--- src/design/pibox_pkg.sv ---
// shared constants and types for the point in oriented box test
`default_nettype none

package pibox_pkg;

	// default fixed-point formats
	localparam int COORD_BITS_DEF     = 20;
	localparam int AXIS_FRAC_BITS_DEF = 16;

	// configuration register widths
	localparam int CENTRE_REG_BITS = 60;
	localparam int AXIS_REG_BITS   = 54;
	localparam int HALF_REG_BITS   = 60;
	localparam int CFG_DATA_BITS   = 60;
	localparam int CFG_INDEX_BITS  = 3;

	// configuration register indexes
	localparam logic [CFG_INDEX_BITS-1:0] REG_CENTRE = 3'd0;
	localparam logic [CFG_INDEX_BITS-1:0] REG_AXIS_U = 3'd1;
	localparam logic [CFG_INDEX_BITS-1:0] REG_AXIS_V = 3'd2;
	localparam logic [CFG_INDEX_BITS-1:0] REG_AXIS_W = 3'd3;
	localparam logic [CFG_INDEX_BITS-1:0] REG_HALF   = 3'd4;

	// load enables of the pipeline stages after the first
	typedef struct packed {
		logic s2;
		logic s3;
		logic s4;
	} stage_en_t;

endpackage

`default_nettype wire

--- src/design/pibox_axis.sv ---
// projection of the centred point on one box axis and strict extent check
`default_nettype none

module pibox_axis
	import pibox_pkg::*;
#(
	parameter int COORD_BITS     = COORD_BITS_DEF,
	parameter int AXIS_FRAC_BITS = AXIS_FRAC_BITS_DEF
) (
	input  wire logic                         clk,
	input  wire stage_en_t                    en,
	input  wire logic signed [COORD_BITS:0]   diff_x_s1,
	input  wire logic signed [COORD_BITS:0]   diff_y_s1,
	input  wire logic signed [COORD_BITS:0]   diff_z_s1,
	input  wire logic [AXIS_REG_BITS-1:0]     axis_packed,
	input  wire logic [COORD_BITS-1:0]        half,
	output logic                              ok_s4
);

	localparam int AW  = AXIS_FRAC_BITS + 2;
	localparam int DW  = COORD_BITS + 1;
	localparam int PW  = DW + AW;
	localparam int SW  = PW + 2;
	localparam int EXW = 3 * AW + 64;

	logic [EXW-1:0]       axis_ext;
	logic signed [AW-1:0] ax_x, ax_y, ax_z;
	logic signed [PW-1:0] prod_x_s2, prod_y_s2, prod_z_s2;
	logic signed [SW-1:0] dot_s3;
	logic signed [SW-1:0] bound;

	// axis components, fields past the register read as zero
	assign axis_ext = EXW'(axis_packed);
	assign ax_x     = $signed(axis_ext[0 +: AW]);
	assign ax_y     = $signed(axis_ext[AW +: AW]);
	assign ax_z     = $signed(axis_ext[2*AW +: AW]);

	// half extent scaled to the dot product format
	assign bound = $signed(SW'({half, {AXIS_FRAC_BITS{1'b0}}}));

	// stage 2: component products
	always_ff @(posedge clk) begin
		if (en.s2) begin
			prod_x_s2 <= PW'(diff_x_s1) * PW'(ax_x);
			prod_y_s2 <= PW'(diff_y_s1) * PW'(ax_y);
			prod_z_s2 <= PW'(diff_z_s1) * PW'(ax_z);
		end
	end

	// stage 3: dot product
	always_ff @(posedge clk) begin
		if (en.s3) begin
			dot_s3 <= SW'(prod_x_s2) + SW'(prod_y_s2) + SW'(prod_z_s2);
		end
	end

	// stage 4: strict two-sided compare
	always_ff @(posedge clk) begin
		if (en.s4) begin
			ok_s4 <= (dot_s3 < bound) && (dot_s3 > -bound);
		end
	end

endmodule

`default_nettype wire
--- config.mk ---
export PLATFORM = sky130hd
export DESIGN_NAME = pibox_axis
export DESIGN_NICKNAME = d
export VERILOG_FILES = /design/src/design/pibox_pkg.sv /design/src/design/pibox_axis.sv
export SDC_FILE = /design/constraint.sdc
export NUM_CORES = 2
export LEC_CHECK = 0
export BUFFER_PORTS_ARGS = -buffer_cell sky130_fd_sc_hd__buf_2
export CAP_MARGIN = 30
export CORE_ASPECT_RATIO = 1.75
export CORE_UTILIZATION = 45
export DETAILED_ROUTE_END_ITERATION = 10
export GPL_ROUTABILITY_DRIVEN = 0
export SLEW_MARGIN = 30
export SYNTH_ARGS = -nofsm -noshare
export SYNTH_HDL_FRONTEND = slang
export SYNTH_SLANG_ARGS = --single-unit
--- constraint.sdc ---
create_clock -name clk -period 14.93 [get_ports clk]
set_clock_uncertainty 0.15 [all_clocks]
set_input_delay 1.493 -clock clk [delete_from_list [all_inputs] [get_ports clk]]
set_output_delay 1.493 -clock clk [all_outputs]
set_load 0.05 [all_outputs]
==> results.md <==
* CTS resizes at 0
* Worst path slowest cell: xor2_1
* Layout net count at 6886
* CTS buffer count at 17
* Rows at 161
* Largest net degree at the start of global routing at 63
* Critical path class: in -> reg
* CP peak stage delay at 560 ps
* Count leader, synth: inv_1
* Ports at 142
* Worst-Skew Late Latency at 440 ps
* Count of final hold-check violations at 0
* CTS sink cnt at 159
* Worst Max-Slew Pin Slew at 941 ps
* Cell accounting for the most synthesized area: fa_1
* Synth Cell Area at 49700 um^2
* Drt first pass iters at 5
* Asr flop ratio synth at 0%
* # setup viols final at 0
* WP data arrival at 7820 ps
* Wirelength per Cell at 19.6 um
* Critical Path Sink Type: flip-flop
* Max Slew Vio Count at 0
* Number of enable flip-flop cells after synthesis at 159
* Tcrit/Tclk final at 52.5%
* Yosys reg bits at 159
* I/O Buffers at 141
* DR vias at 34700
* Cells after Synth at 5244
* GRT Util Overall at 24.6%
* Unrepaired setup endpoints after global routing: false
* CTS tree: built
* Post-CTS Setup Repair Bufs at 0
* Post-DP HPWL at 110000 um
* Syn nets at 6938
* Hold Crit Class: reg -> reg
* Die height at 442 um
* Post-synth top cells: inv_1 (1312), fa_1 (1171), nand2_1 (749)
* Ys flop type: edfxtp_1
* Synthesis warning total at 0
* Die W at 253 um
* Clock root cell: clkbuf_16
* Post-CTS Hold Buffers at 0
* Wire length of the first global-routing pass at 209000 um
* P&R area growth vs syn at 4.85%
* Yosys cell types at 73
* Crit path time final at 7830 ps
* Peak Freq at 128 MHz
* Worst setup SP type: input port
* Initial antenna violation count at 5
* Vias in the first global route at 38500
* Vias/cell at 5.19
* Setup TNS at 0 ps
* Kind of cell adding the most delay to the critical path: adder cells
* GR Overflow Total at 0
* Die Area at 112000 um^2
* Rel. slew slack at 36.7%
* MaxCap Viol Count at 0
* Area contributors post-synth: fa_1 (47%), inv_1 (9.9%), ha_1 (9.6%)
* Clk buf depth at 2
* Initial DRC Count at 1549
* Crit path cell chain: buf_2, nand2_1, inv_1, fa_1, inv_1, fa_1, inv_1, fa_1, fa_1, fa_1, inv_1, fa_1, inv_1, ha_1, a21o_1, a21o_1, a21o_1, a211oi_1, nand4_1, a31o_2, xor2_1
* Layout fillers at 10500
* Status: complete, no violations
* Worst-path clk slew at 60 ps
* Average size of a mapped cell at 9.48 um^2
* Total core area at 110000 um^2
* H-tree levels at 4
* Worst Path Required at 14920 ps
* Sequential fraction of the synthesis area at 9.61%
* Crit Path Max Fanout at 21
* Final WL at 131000 um
* Layout cells sized above 1 at 3.78%
* Post-route DRC violation count at 0
* Buf+Inv Stages, Crit Path at 6
* Initial Utilization at 45.3%
* Share of the synthesized area in the top cell type at 47.2%
* Post-route ant nets at 0
* Most used cell, CP: fa_1
## registers in the layout, summed over array words and instances (netlist names)
register and flops:
ok_s4 1, prod_x_s2 39, prod_y_s2 39, prod_z_s2 39, dot_s3 41
## kinds of logic after synthesis
| family | count (synthesis) | share of synthesized area, % |
|---|---|---|
| adders and majority gates | 1553 | 56.8 |
| buffers and inverters | 1526 | 11.5 |
| xor gates and xnor gates | 171 | 3.01 |
| and+or+nand+nor | 1436 | 13.7 |
| AOI/OAI and AO/OA | 399 | 5.43 |
| DFF | 159 | 9.61 |
## metrics by stage
step	setup slack [ps]	utilization (%)	hold WS [ps]	cell area [um^2]	std cells
floorplan	7150	-	530	49700	5244
global placement	6780	46.9	560	51500	6640
detailed placement	6690	46.9	582	51500	6640
CTS	7160	47.5	605	52100	6672
global route	6740	47.5	655	52100	6672
finish	7100	47.5	604	52100	6676
## final timing paths
kind	start	end	slack (ps)	cells after the start
hold reg to reg	prod_y_s2[1]$_DFFE_PP_	dot_s3[1]$_DFFE_PP_	600	2
setup reg to reg	prod_x_s2[1]$_DFFE_PP_	dot_s3[29]$_DFFE_PP_	10740	14
setup / recovery	axis_packed[21]	prod_y_s2[31]$_DFFE_PP_	7100	21
hold / removal	prod_y_s2[1]$_DFFE_PP_	dot_s3[1]$_DFFE_PP_	600	2
## placed cells by master, fill, tap and decap left out, types with 39 or more instances in the layout
master and n:
xnor2_1 132, fa_1 1171, a21o_1 82, a21oi_1 114
and2_1 390, buf_2 139, nor2_1 120, inv_1 1312
ha_1 382, nand2_1 749, edfxtp_1 159, xor2_1 39
o21ai_0 52
## cell type report
type	instances	area (um^2)	area share (%)
multi-input combinational	3559	39200	75.2
antenna	4	10.0	0.0192
timing repair buffer	143	726	1.39
inverter	1312	4920	9.45
tap	1467	1840	3.52
sequential	159	4770	9.16
clock buffer	19	433	0.831
clock inverter	13	210	0.403
## layer usage
metal / vias up / track usage [%] / wire [um]
li1: 15400 / - / -
met1: 18000 / 25.8 / 44100
met2: 863 / 46.6 / 73600
met3: 384 / 2.08 / 4200
met4: 6 / 15.0 / 8880
met5: - / 0 / 37
## worst min-delay path, delay by kind of cell, from the launching register on
| family | cells | cell delay [ps] |
|---|---|---|
| adder cells (fa/ha/maj) | 2 | 300 |
| flip-flops | 1 | 350 |
Power is left out: the tool's default activity adds up to more than one toggle a clock period on the data nets, which glitch-free logic cannot reach.
